[config.mk]
export PLATFORM = sky130hd
export DESIGN_NAME = threshold_command_frame_parser_top
export DESIGN_NICKNAME = d
export VERILOG_FILES = /design/src/hdl/tcfp_pkg.sv /design/src/hdl/threshold_command_frame_parser_top.sv
export SDC_FILE = /design/constraint.sdc
export NUM_CORES = 1
export LEC_CHECK = 0
export BUFFER_PORTS_ARGS = -buffer_cell sky130_fd_sc_hd__buf_2
export CAP_MARGIN = 10
export CORE_MARGIN = 4
export CORE_UTILIZATION = 44
export CTS_CLUSTER_DIAMETER = 200
export DETAILED_ROUTE_END_ITERATION = 7
export HOLD_SLACK_MARGIN = 0.12
export PLACE_DENSITY_LB_ADDON = 0.2
export SYNTH_ARGS = -nofsm -noshare
export SYNTH_HDL_FRONTEND = slang
export SYNTH_SLANG_ARGS = --single-unit
[constraint.sdc]
create_clock -name clk -period 6.8 [get_ports clk]
set_input_delay 0.34 -clock clk [delete_from_list [all_inputs] [get_ports clk]]
set_output_delay 0.34 -clock clk [all_outputs]
set_load 0.01 [all_outputs]
[src/hdl/tcfp_pkg.sv]
// ----------------------------------------------------------------------------
// tcfp_pkg: shared types and constants of the threshold command frame parser
// Parse phases, register indexes, error bytes, range limits and reset values.
// ----------------------------------------------------------------------------
package tcfp_pkg;

  // Parse phases, one-hot
  typedef enum logic [3:0] {
    PH_HEAD  = 4'b0001,
    PH_CMD   = 4'b0010,
    PH_DATA  = 4'b0100,
    PH_CHECK = 4'b1000
  } phase_t;

  // Configuration register indexes
  typedef enum logic [2:0] {
    REG_SYNC_BYTE  = 3'd0,
    REG_SET_CODE   = 3'd1,
    REG_ACK_CODE   = 3'd2,
    REG_ERROR_CODE = 3'd3,
    REG_TEMP_ID    = 3'd4,
    REG_HUMID_ID   = 3'd5,
    REG_LIGHT_ID   = 3'd6
  } reg_idx_t;

  localparam int unsigned CFG_IDX_W = 3;
  localparam int unsigned BYTE_W    = 8;
  localparam int unsigned REPLY_MAX = 6;
  localparam int unsigned REPLY_CNT_W = 3;

  // Reply lengths in bytes
  localparam logic [REPLY_CNT_W-1:0] ACK_LEN = 3'd6;
  localparam logic [REPLY_CNT_W-1:0] ERR_LEN = 3'd4;

  // Error bytes
  localparam logic [BYTE_W-1:0] ERR_RANGE = 8'd0;
  localparam logic [BYTE_W-1:0] ERR_PARAM = 8'd1;

  // Accepted value ranges
  localparam logic signed [15:0] TEMP_MIN   = -16'sd400;
  localparam logic signed [15:0] TEMP_MAX   = 16'sd850;
  localparam logic [15:0]        HUMID_MAX  = 16'd1000;
  localparam logic [15:0]        LIGHT_CEIL = 16'd4095;

  // Register reset values
  localparam logic [BYTE_W-1:0] SYNC_BYTE_RST  = 8'd170;
  localparam logic [BYTE_W-1:0] SET_CODE_RST   = 8'd1;
  localparam logic [BYTE_W-1:0] ACK_CODE_RST   = 8'd2;
  localparam logic [BYTE_W-1:0] ERROR_CODE_RST = 8'd3;
  localparam logic [BYTE_W-1:0] TEMP_ID_RST    = 8'd0;
  localparam logic [BYTE_W-1:0] HUMID_ID_RST   = 8'd1;
  localparam logic [BYTE_W-1:0] LIGHT_ID_RST   = 8'd2;

endpackage

[src/hdl/threshold_command_frame_parser_top.sv]
// ----------------------------------------------------------------------------
// threshold_command_frame_parser_top: set-threshold request parser
// The first reply byte is valid in the cycle after the checksum byte is taken.
// Throughput: one received byte per cycle; a checksum byte waits only while
// reply bytes other than the one leaving this cycle are still queued in the
// 6-byte reply shift register.
// Reset (rst, synchronous): head search, registers to defaults, limits zero.
// ----------------------------------------------------------------------------
module threshold_command_frame_parser_top (
  input  logic                          clk,
  input  logic                          rst,
  input  logic                          cfg_we,
  input  logic [tcfp_pkg::CFG_IDX_W-1:0] cfg_index,
  input  logic [tcfp_pkg::BYTE_W-1:0]   cfg_data,
  input  logic                          in_valid,
  output logic                          in_ready,
  input  logic [7:0]                    rx_byte,
  output logic                          out_valid,
  input  logic                          out_ready,
  output logic [7:0]                    reply_byte,
  output logic                          reply_last,
  output logic signed [10:0]            temp_limit_now,
  output logic [9:0]                    humid_limit_now,
  output logic [11:0]                   light_limit_now
);
  import tcfp_pkg::*;

  // Configuration registers
  logic [7:0] sync_byte, set_code, ack_code, error_code;
  logic [7:0] temp_id, humid_id, light_id;

  // Parser state
  phase_t      phase, phase_next;
  logic [1:0]  byte_count;
  logic [7:0]  running_sum;
  logic [7:0]  payload_store [3];

  // Thresholds
  logic signed [10:0] temp_limit;
  logic [9:0]         humid_limit;
  logic [11:0]        light_limit;

  // Reply shift register, entry 0 is the byte on the output
  logic [7:0]             reply_buf [REPLY_MAX];
  logic [7:0]             reply_buf_next [REPLY_MAX];
  logic [REPLY_CNT_W-1:0] reply_cnt;

  logic in_req, out_req;
  logic frame_good;
  logic [15:0] value;
  logic signed [15:0] svalue;
  logic is_temp, is_humid, is_light;
  logic temp_ok, humid_ok, light_ok, value_ok;
  logic [7:0] err_byte;
  logic [7:0] ack_sum;

  // Checksum bytes wait until the previous reply has gone out or is leaving
  assign in_ready  = (phase != PH_CHECK) || (reply_cnt == '0) ||
                     ((reply_cnt == 3'd1) && out_ready);
  assign in_req    = in_valid && in_ready;
  assign out_valid = (reply_cnt != '0);
  assign out_req   = out_valid && out_ready;

  assign reply_byte      = reply_buf[0];
  assign reply_last      = (reply_cnt == 3'd1);
  assign temp_limit_now  = temp_limit;
  assign humid_limit_now = humid_limit;
  assign light_limit_now = light_limit;

  // Frame decode on the checksum byte
  assign frame_good = in_req && (phase == PH_CHECK) && (rx_byte == running_sum);
  assign value      = {payload_store[1], payload_store[2]};
  assign svalue     = $signed(value);
  assign is_temp    = (payload_store[0] == temp_id);
  assign is_humid   = !is_temp && (payload_store[0] == humid_id);
  assign is_light   = !is_temp && !is_humid && (payload_store[0] == light_id);
  assign temp_ok    = is_temp && (svalue >= TEMP_MIN) && (svalue <= TEMP_MAX);
  assign humid_ok   = is_humid && (value <= HUMID_MAX);
  assign light_ok   = is_light && (value <= LIGHT_CEIL);
  assign value_ok   = temp_ok || humid_ok || light_ok;
  assign err_byte   = (is_temp || is_humid || is_light) ? ERR_RANGE : ERR_PARAM;
  assign ack_sum    = ack_code + payload_store[0] + payload_store[1] + payload_store[2];

  // Next parse phase
  always_comb begin
    phase_next = phase;
    if (in_req) begin
      case (phase)
        PH_HEAD:  if (rx_byte == sync_byte) phase_next = PH_CMD;
        PH_CMD:   phase_next = (rx_byte == set_code) ? PH_DATA : PH_HEAD;
        PH_DATA:  if (byte_count == 2'd2) phase_next = PH_CHECK;
        PH_CHECK: phase_next = PH_HEAD;
        default:  phase_next = PH_HEAD;
      endcase
    end
  end

  // Next reply buffer: load a frame or shift one byte out
  always_comb begin
    for (int i = 0; i < REPLY_MAX; i++) reply_buf_next[i] = reply_buf[i];
    if (frame_good) begin
      reply_buf_next[0] = sync_byte;
      if (value_ok) begin
        reply_buf_next[1] = ack_code;
        reply_buf_next[2] = payload_store[0];
        reply_buf_next[3] = payload_store[1];
        reply_buf_next[4] = payload_store[2];
        reply_buf_next[5] = ack_sum;
      end else begin
        reply_buf_next[1] = error_code;
        reply_buf_next[2] = err_byte;
        reply_buf_next[3] = error_code + err_byte;
      end
    end else if (out_req) begin
      for (int i = 0; i < REPLY_MAX - 1; i++) reply_buf_next[i] = reply_buf[i+1];
    end
  end

  // Configuration writes
  always_ff @(posedge clk) begin
    if (rst) begin
      sync_byte  <= SYNC_BYTE_RST;
      set_code   <= SET_CODE_RST;
      ack_code   <= ACK_CODE_RST;
      error_code <= ERROR_CODE_RST;
      temp_id    <= TEMP_ID_RST;
      humid_id   <= HUMID_ID_RST;
      light_id   <= LIGHT_ID_RST;
    end else if (cfg_we) begin
      case (reg_idx_t'(cfg_index))
        REG_SYNC_BYTE:  sync_byte  <= cfg_data;
        REG_SET_CODE:   set_code   <= cfg_data;
        REG_ACK_CODE:   ack_code   <= cfg_data;
        REG_ERROR_CODE: error_code <= cfg_data;
        REG_TEMP_ID:    temp_id    <= cfg_data;
        REG_HUMID_ID:   humid_id   <= cfg_data;
        REG_LIGHT_ID:   light_id   <= cfg_data;
        default: ;
      endcase
    end
  end

  // Parser control and running checksum
  always_ff @(posedge clk) begin
    if (rst) begin
      phase       <= PH_HEAD;
      byte_count  <= '0;
      running_sum <= '0;
    end else begin
      phase <= phase_next;
      if (in_req) begin
        case (phase)
          PH_HEAD: begin
            if (rx_byte == sync_byte) begin
              running_sum <= '0;
              byte_count  <= '0;
            end
          end
          PH_CMD: begin
            if (rx_byte == set_code) begin
              running_sum <= rx_byte;
              byte_count  <= '0;
            end
          end
          PH_DATA: begin
            running_sum <= running_sum + rx_byte;
            byte_count  <= byte_count + 2'd1;
          end
          default: ;
        endcase
      end
    end
  end

  // Payload bytes, no reset
  always_ff @(posedge clk) begin
    if (in_req && (phase == PH_DATA)) begin
      case (byte_count)
        2'd0:    payload_store[0] <= rx_byte;
        2'd1:    payload_store[1] <= rx_byte;
        default: payload_store[2] <= rx_byte;
      endcase
    end
  end

  // Threshold updates
  always_ff @(posedge clk) begin
    if (rst) begin
      temp_limit  <= '0;
      humid_limit <= '0;
      light_limit <= '0;
    end else if (frame_good) begin
      if (temp_ok)  temp_limit  <= svalue[10:0];
      if (humid_ok) humid_limit <= value[9:0];
      if (light_ok) light_limit <= value[11:0];
    end
  end

  // Reply shift register and byte count
  always_ff @(posedge clk) begin
    for (int i = 0; i < REPLY_MAX; i++) reply_buf[i] <= reply_buf_next[i];
  end

  always_ff @(posedge clk) begin
    if (rst) begin
      reply_cnt <= '0;
    end else if (frame_good) begin
      reply_cnt <= value_ok ? ACK_LEN : ERR_LEN;
    end else if (out_req) begin
      reply_cnt <= reply_cnt - 3'd1;
    end
  end

endmodule

==> results of run 1 <==
[metal layers]
layer | routed length [um] | vias to the layer above | share of wire, % | track usage [%]
li1 | - | 3244 | - | -
met5 | 0 | - | 0 | 0
met1 | 10500 | 3162 | 45 | 29.2
met3 | 1270 | 27 | 5.4 | 4.16
met4 | 321 | 0 | 1.4 | 5.35
met2 | 11200 | 183 | 48 | 34.6
[power groups by stage]
stage	sequential (mW)	clock, mW	combinational, mW
final	1.28	1.02	0.282
after global placement	1.30	0	0.281
after detailed placement	1.30	0	0.284
after global routing	1.28	1.08	0.316
after CTS	1.28	1.03	0.285
after floorplan	1.29	0	0.175
[final cells by class]
class / instances / area [sq um]
clock buffer: 22 / 518
multi-input combinational: 651 / 4130
clock inverter: 10 / 110
tap: 265 / 332
timing repair buffer: 74 / 390
fill: 1835 / 9630
inverter: 35 / 131
sequential: 178 / 4280
[metrics by stage]
step           total power [mW]  hold WS (ns)  cells  util (%)
2_1_floorplan              1.47         0.439    910         -
3_3_place_gp               1.58         0.455   1203      47.5
3_5_place_dp               1.58         0.461   1203      47.5
4_1_cts                    2.59         0.223   1235      50.7
5_1_grt                    2.68         0.226   1235      50.7
6_report                   2.57         0.239   1235      50.7
[sequential cells by signal, summed over array words and instances, names as in the netlist, 10 cells and up]
| signal | count |
|---|---|
| reply_buf | 48 |
| payload_store | 24 |
| light_limit_now | 12 |
| temp_limit_now | 11 |
| humid_limit_now | 10 |
[tightest hold or removal path, cell delays in order]
cell     delay, ns
buf_2         0.17
nand2_1       0.07
a21oi_1       0.05
[logic make-up (layout without fill, tap and decap cells)]
logic type,Yosys count,after routing
and+or+nand+nor,369,369
DFF,178,178
AOI/OAI and AO/OA,145,145
buffers and inverters,81,141
xor gates and xnor gates,62,62
muxes,38,38
adders and majority gates,37,37
[final timing paths]
kind / from / to / slack [ns] / cells past startpoint
max: payload_store[0][9] / reply_buf[5][7] / 3.47 / 11
min reg2reg: set_code[1] / set_code[1] / 0.47 / 2
min: cfg_data[4] / light_id[4] / 0.24 / 3
max reg2reg: payload_store[0][9] / reply_buf[5][7] / 3.47 / 11
[cells in the mapped netlist, types with 3 or more instances]
master and count:
nor4_1 3, a211o_1 6, a21oi_1 65, xor2_1 15, buf_1 3, o31ai_1 6, a21o_1 3, nand2b_1 6
o21ai_0 17, nand4_1 26, or3_1 6, nor2_1 75, and2_1 5, o21bai_1 5, nand3_1 23, mux2i_1 37
nand3b_1 5, ha_1 22, dfxtp_1 106, buf_2 6, a22oi_1 4, a211oi_1 9, xnor2_1 47, nand2_1 172
and3_1 7, edfxtp_1 72, a31oi_1 11, o21a_1 3, nor2b_1 10, or2_2 3, inv_1 35, nor3_1 13
fa_1 15, clkbuf_1 34
==> run metrics, run 1 <==
die width=149 um; IO Pins=68; Critical Path, Cell by Cell=inv_1, fa_1, fa_1, inv_1, ha_1, fa_1, a21o_1, a21oi_1, o21bai_1, a21oi_1, xnor2_1; Worst setup EP type=register; DR vias=6,616; Final WS setup=3.47 ns; WL final=23,300 um; status=finished clean; Gate power share=11.0%; clk slew on worst S/H paths=0.07 ns; area delta synth->final=13.2%; Synth area leaders=edfxtp_1, dfxtp_1, nand2_1, xnor2_1, mux2i_1; fin crit period=3.33 ns; Rel. slew slack=24.3%; core area=0.0195 sq mm; element type at the critical path start=register; clk buf depth=2; area leader, netlist=edfxtp_1; Synth top area share=24.7%; syn nets=971; port bufs=67; Hold Fails Final Rpt=0; setup TNS=0 ns; clk root buf=clkbuf_16; Mean Syn Cell Area=9.61 sq um; xor and xnor fraction of the mapped netlist area=6.21%; routed len/inst=18.8 um; worst slack, placed=3.41 ns; nets@finish=1,018; maximum VDD drop=180 uV; EDFF count, synth=72; Post-synth ARST share=0%; most used cell along the critical path=fa_1; die area=0.0222 sq mm; Slew Limit Fails=0; Slew @ Worst Pin=1.13 ns; Antenna diodes=0; hpwl dp=16,600 um; Simple-Gate Fraction of Synth Area=19.9%; static leakage=3.83 nW; Clock power frac=39.5%; GRT Total Usage=21.2%; largest net degree at the start of global routing=68; CTS sink count=178; top_reg_cell synth=dfxtp_1; grt ovf=0; Min-Delay Path Class=in -> reg; Worst Path Max Fanout=8; area post-placement=0.00927 sq mm; # setup viols final=0; most common cell after layout, fill and taps aside=nand2_1; layout cells sized above 1=12.5%; vias in the first global route=6,236; clock skew=0.0118 ns; Worst-Skew Late Latency=0.43 ns; Netlist cell types=62; total internal power=1.92 mW; CTS Hold Bufs=0; CP arrival=3.50 ns; Max stage delay on crit path=0.56 ns; sequential cell area fraction in the yosys report=49.0%; number of placement rows=51; Design Area, Final=0.00990 sq mm; post-route ant nets=0; H-Tree Depth=4; gate count of the mapped netlist=910; Critical Path RT=6.98 ns; sw power=652 uW; mux contribution to synthesized area=4.37%; FMAX=0.300 GHz; DIE HEIGHT=149 um; Crit path buffers/inverters=2; number of synthesized register bits=178; CP delay by family, top=adder cells; DRT Pass-1 Iters=5; Ys Warns=0; Tcrit/Tclk final=48.9%; most frequent cells in the layout=nand2_1, dfxtp_1, nor2_1; vias per cell=5.36; PD cells=260 mW/mm^2; post-synthesis adder-cell area fraction=6.58%; crit path kind=reg -> reg; initial antenna violation count=0; drt initial violations=605; Slowest cell on crit path=edfxtp_1; Initial Util=44.8%; post-cts resize count=0; Post-CTS Setup Bufs=0; GPL Wtd Cong=0.857; Netlist Area Pre-Place=0.00874 sq mm; CTS tree=done; largest family of logic cells by synthesized area=simple AND/OR/NAND/NOR gates; RSZ-0062 raised after global routing=no; post-synthesis compound-gate area fraction=10.2%; Max Cap Viol=0; DR DRC count=0; Sequential Power Share=49.6%; first-pass GRT wire length=36,100 um; TritonCTS buffer count=17; Sw Ratio=25.3%
No activity file was read; power rests on OpenSTA's default activity.
==> run 2, diff against run 1 <==
==> constraint.sdc (replaced) <==
create_clock -name clk -period 3.35 [get_ports clk]
set_input_delay 0.1675 -clock clk [delete_from_list [all_inputs] [get_ports clk]]
set_output_delay 0.1675 -clock clk [all_outputs]
set_load 0.01 [all_outputs]
==> run 2 against run 1 <==
Highest routed layer unchanged; first-iteration DRC count shrank 11%; sequential share of layout area shrank 1.3 points; critical path depth is the same; die area is the same; register-to-register slack lost 3.2 ns; global-route usage grew 0.51 points; flip-flop and latch count is the same; non-clock buffer count grew 31; design area grew 3.1%; wire length grew 0.36%; utilization grew 1.6 points.
==> run metrics, run 2 (synthesized netlist as in run 1, its figures left out) <==
status=finished clean; Sw Ratio=24.5%; FILL cells=1,863; Post-CTS Setup Bufs=0; clk root buf=clkbuf_16; WL final=23,400 um; Slew @ Worst Pin=1.13 ns; die width=149 um; Slew Limit Fails=0; area post-placement=0.00938 sq mm; crit path kind=reg -> reg; CP arrival=3.29 ns; worst reg2reg setup slack=0.23 ns; Critical Path RT=3.53 ns; post-route ant nets=0; CP Launch Point=ack_code[1]; FF+latch area=0.00428 sq mm; H-Tree Depth=4; most used cell along the critical path=fa_1; nets@finish=1,049; element type at the critical path start=register; Max stage delay on crit path=0.51 ns; FF-to-FF Start=ack_code[1]; Biggest register=reply_buf; Worst Path Max Fanout=2; DR DRC count=0; Antenna diodes=0; Rel. slew slack=24.7%; hold slack=0.148 ns; DR vias=6,720; Slowest cell on crit path=fa_1; Hold Fails Final Rpt=0; Sequential Power Share=48.3%; Min-Delay Path Class=in -> reg; TritonCTS buffer count=17; clk slew on worst S/H paths=0.07 ns; Tcrit/Tclk final=93.1%; GPL Wtd Cong=0.887; largest net degree at the start of global routing=107; static leakage=3.99 nW; Gate power share=11.1%; Critical Path Sink=reply_buf[5][7]; final non-filler cell total=1,265; CTS tree=done; Critical Path, Cell by Cell=inv_1, fa_1, fa_1, inv_1, ha_1, fa_1, a21o_1, a21oi_1, o21bai_1, a21oi_1, xnor2_1; total internal power=4.03 mW; DRT Pass-1 Iters=5; GRT Total Usage=21.7%; fin crit period=3.12 ns; die area=0.0222 sq mm; drt initial violations=540; Worst-Skew Late Latency=0.44 ns; layout cells sized above 1=13.6%; Max Cap Viol=0; number of placement rows=51; grt ovf=0; Design Area, Final=0.0102 sq mm; Clock power frac=40.6%; Power Total=5.35 mW; PD cells=524 mW/mm^2; Worst R2R Path Depth=11; DP Cell Count=1,218; # setup viols final=0; port bufs=67; Initial Util=44.8%; DIE HEIGHT=149 um; CTS sink count=178; routed len/inst=18.5 um; IO Pins=68; Worst setup EP type=register; vias in the first global route=6,519; maximum VDD drop=356 uV; most common cell after layout, fill and taps aside=nand2_1; area delta synth->final=16.7%; area of the multi-input gates=0.00413 sq mm; clk buf depth=2; initial antenna violation count=0; RSZ-0062 raised after global routing=no; FMAX=0.321 GHz; max reg flops=48; hpwl dp=16,500 um; first-pass GRT wire length=36,700 um; vias per cell=5.31; most frequent cells in the layout=nand2_1, dfxtp_1, nor2_1; core area=0.0195 sq mm; Worst R2R End=reply_buf[5][7]; sw power=1.31 mW; setup TNS=0 ns; clock skew=0.00845 ns
-- run 2: cell count changes in the layout (fill, tap and decap cells not counted), moves of 2 or more --
cell and delta:
clkinv_4 -4, dlygate4sd3_1 +16, clkbuf_16 +3, buf_4 +15, clkinv_2 +2
-- run 2: worst min-delay path by stage --
| stage | start | to | slack [ns] | cells after the start |
|---|---|---|---|---|
| 2_1_floorplan | rx_byte[0] | payload_store[0][0] | 0.27 | 0 |
| 3_3_place_gp | set_code[4] | set_code[4] | 0.46 | 2 |
| 3_5_place_dp | set_code[4] | set_code[4] | 0.46 | 2 |
| 4_1_cts | out_ready | reply_cnt[2] | 0.14 | 4 |
| 5_1_grt | rx_byte[3] | payload_store[0][11] | 0.17 | 2 |
| 6_report | out_ready | reply_cnt[2] | 0.15 | 4 |
-- run 2: critical path, delay by kind of cell, from the launching register on --
family          cells  cell delay (ns)
fa+ha+maj           4             1.63
flops               1             0.34
xor+xnor            1             0.09
buf+inv             2             0.12
compound gates      4             0.68
-- run 2: layer usage --
metal	up-vias	part of all wire, %	global-route usage (%)
met4	0	1.6	5.72
li1	3309	-	-
met1	3204	46	30.3
met5	-	0	0
met3	32	5.0	4.16
met2	175	47	35.0
-- run 2: metrics by stage --
step	utilization, %	worst slack [ns]
6_report	52.3	0.231
3_3_place_gp	48.0	0.295
4_1_cts	52.3	0.239
3_5_place_dp	48.0	0.250
2_1_floorplan	-	0.204
5_1_grt	52.3	0.0139
-- run 2: area by class of cell --
type,count,share of cell area (%)
flip-flops and latches,178,42.0
clock inverters,7,0.723
clock buffers,24,5.78
well taps,265,3.25
repair buffers,105,6.50
multi-input cells,651,40.5
inverters,35,1.29
-- run 2: timing repair --
action	4_1_cts	5_1_grt
resized for setup	0	0
hold buffers	16	0
endpoints found under the hold margin	75	0
endpoints found under the setup margin	0	0
-- run 2: power groups by stage --
stage,Combinational [mW],Clock (mW),Sequential (mW)
final,0.591,2.17,2.58
after global placement,0.579,0,2.63
after CTS,0.601,2.20,2.58
after floorplan,0.355,0,2.63
after global routing,0.669,2.30,2.60
after detailed placement,0.585,0,2.63
==> run 3, diff against run 2 <==
--- a/config.mk
+++ b/config.mk
@@ -8,7 +8,7 @@
 export BUFFER_PORTS_ARGS = -buffer_cell sky130_fd_sc_hd__buf_2
 export CAP_MARGIN = 10
 export CORE_MARGIN = 4
-export CORE_UTILIZATION = 44
+export CORE_UTILIZATION = 49
 export CTS_CLUSTER_DIAMETER = 200
 export DETAILED_ROUTE_END_ITERATION = 7
 export HOLD_SLACK_MARGIN = 0.12
==> run 3 against run 2 <==
Register-to-register slack better by 0.02 ns; clock power down 2%; wire length down 2.5%; utilization up 5.8 points; power down 0.83%; die area down 9.7%; cell count down 3.3%; combinational power up 2%; critical path type unchanged; non-clock buffer count down 3; design area down 0.93%; count of clock-buffer cells in the layout down 5.
==> run metrics, run 3 (synthesized netlist as in run 1, its figures left out) <==
CP Launch Point=ack_code[1]; # setup viols final=0; DIE HEIGHT=142 um; post-route ant nets=0; core area=0.0174 sq mm; total internal power=3.99 mW; Max Cap Viol=0; drt initial violations=566; Clock power frac=40.0%; hpwl dp=16,000 um; CP arrival=3.28 ns; sw power=1.31 mW; element type at the critical path start=register; met3 routed WL=1500 um; Slowest cell on crit path=fa_1; DR DRC count=0; Post-CTS Setup Bufs=0; TritonCTS buffer count=17; most used cell along the critical path=fa_1; Sw Ratio=24.8%; Worst-Skew Late Latency=0.43 ns; Slew @ Worst Pin=1.11 ns; GPL Wtd Cong=0.866; vias per cell=5.51; CP delay by family, top=adder cells; most common cell after layout, fill and taps aside=nand2_1; RSZ-0062 raised after global routing=no; die area=0.0200 sq mm; FILL cells=1,542; first-pass GRT wire length=35,800 um; routed len/inst=18.6 um; PD cells=524 mW/mm^2; DR vias=6,743; Max stage delay on crit path=0.51 ns; clk buf depth=2; WL final=22,800 um; grt ovf=0; number of placement rows=48; Gate power share=11.3%; maximum VDD drop=312 uV; status=finished clean; area delta synth->final=15.6%; layout cells sized above 1=13.1%; Worst setup EP type=register; DRT Pass-1 Iters=5; Biggest register=reply_buf; met2 wire length=10,400 um; CTS tree=done; clock skew=0.0105 ns; fin crit period=3.10 ns; max reg flops=48; IO Pins=68; Hold Fails Final Rpt=0; CTS Hold Bufs=16; CTS sink count=178; initial antenna violation count=0; Min-Delay Path Class=in -> reg; Initial Util=50.2%; static leakage=3.95 nW; setup TNS=0 ns; GRT Total Usage=23.1%; Antenna diodes=0; H-Tree Depth=4; FMAX=0.323 GHz; Worst Path Max Fanout=2; clk root buf=clkbuf_16; post-cts resize count=0; Sequential Power Share=48.7%; port bufs=67; Crit path buffers/inverters=2; Rel. slew slack=25.2%; crit path kind=reg -> reg; most frequent cells in the layout=nand2_1, dfxtp_1, nor2_1; clk slew on worst S/H paths=0.07 ns; DP Cell Count=1,174; Critical Path, Cell by Cell=inv_1, fa_1, fa_1, inv_1, ha_1, fa_1, a21o_1, a21oi_1, o21bai_1, a21oi_1, xnor2_1; uppermost layer routed=met4; FF-to-FF Start=ack_code[1]; die width=142 um; final non-filler cell total=1,223; Slew Limit Fails=0; worst min-delay path startpoint=out_ready; Critical Path RT=3.53 ns; nets@finish=1,046; Tcrit/Tclk final=92.5%; routed length on met1=10,500 um; largest net degree at the start of global routing=107; vias in the first global route=6,285
## run 3: final timing paths
check	endpoint	slack (ns)	depth (start not counted)
setup / recovery	reply_buf[5][7]	0.25	11
hold / removal	reply_cnt[2]	0.15	4
setup reg to reg	reply_buf[5][7]	0.25	11
hold reg to reg	set_code[5]	0.47	2
## run 3: layout make-up
type / instances / area (sq um) / area share, %
inverter: 35 / 131 / 1.30
multi-input combinational: 651 / 4130 / 40.9
sequential: 178 / 4280 / 42.4
timing repair buffer: 102 / 656 / 6.49
clock inverter: 13 / 183 / 1.81
clock buffer: 19 / 443 / 4.38
tap: 225 / 282 / 2.79
## run 3: routing by layer
layer,GRT usage [%],vias to the layer above
li1,-,3299
met1,33.8,3204
met2,34.3,215
met3,4.79,25
met4,7.37,0
met5,0,-
## run 3: metrics by stage
stage	util, %	power [mW]	area, sq um	hold WS (ns)	setup WS (ns)
finish	58.0	5.30	10100	0.154	0.250
floorplan	-	2.98	8740	0.266	0.204
global route	58.0	5.51	10100	0.195	0.113
CTS	58.0	5.32	10100	0.121	0.248
global placement	53.5	3.20	9310	0.455	0.300
detailed placement	53.5	3.21	9310	0.462	0.275
## run 3: power by group through the flow
stage | combinational [mW] | clock [mW] | sequential (mW)
2_1_floorplan | 0.355 | 0 | 2.63
3_3_place_gp | 0.578 | 0 | 2.62
3_5_place_dp | 0.584 | 0 | 2.63
4_1_cts | 0.602 | 2.14 | 2.58
5_1_grt | 0.672 | 2.24 | 2.60
6_report | 0.601 | 2.12 | 2.58
## run 3: worst reg2reg max path: stages (launching register included)
cell and delay [ns]:
dfxtp_1 0.34, inv_1 0.08, fa_1 0.50, fa_1 0.51
inv_1 0.04, ha_1 0.21, fa_1 0.42, a21o_1 0.20
a21oi_1 0.21, o21bai_1 0.09, a21oi_1 0.18, xnor2_1 0.08
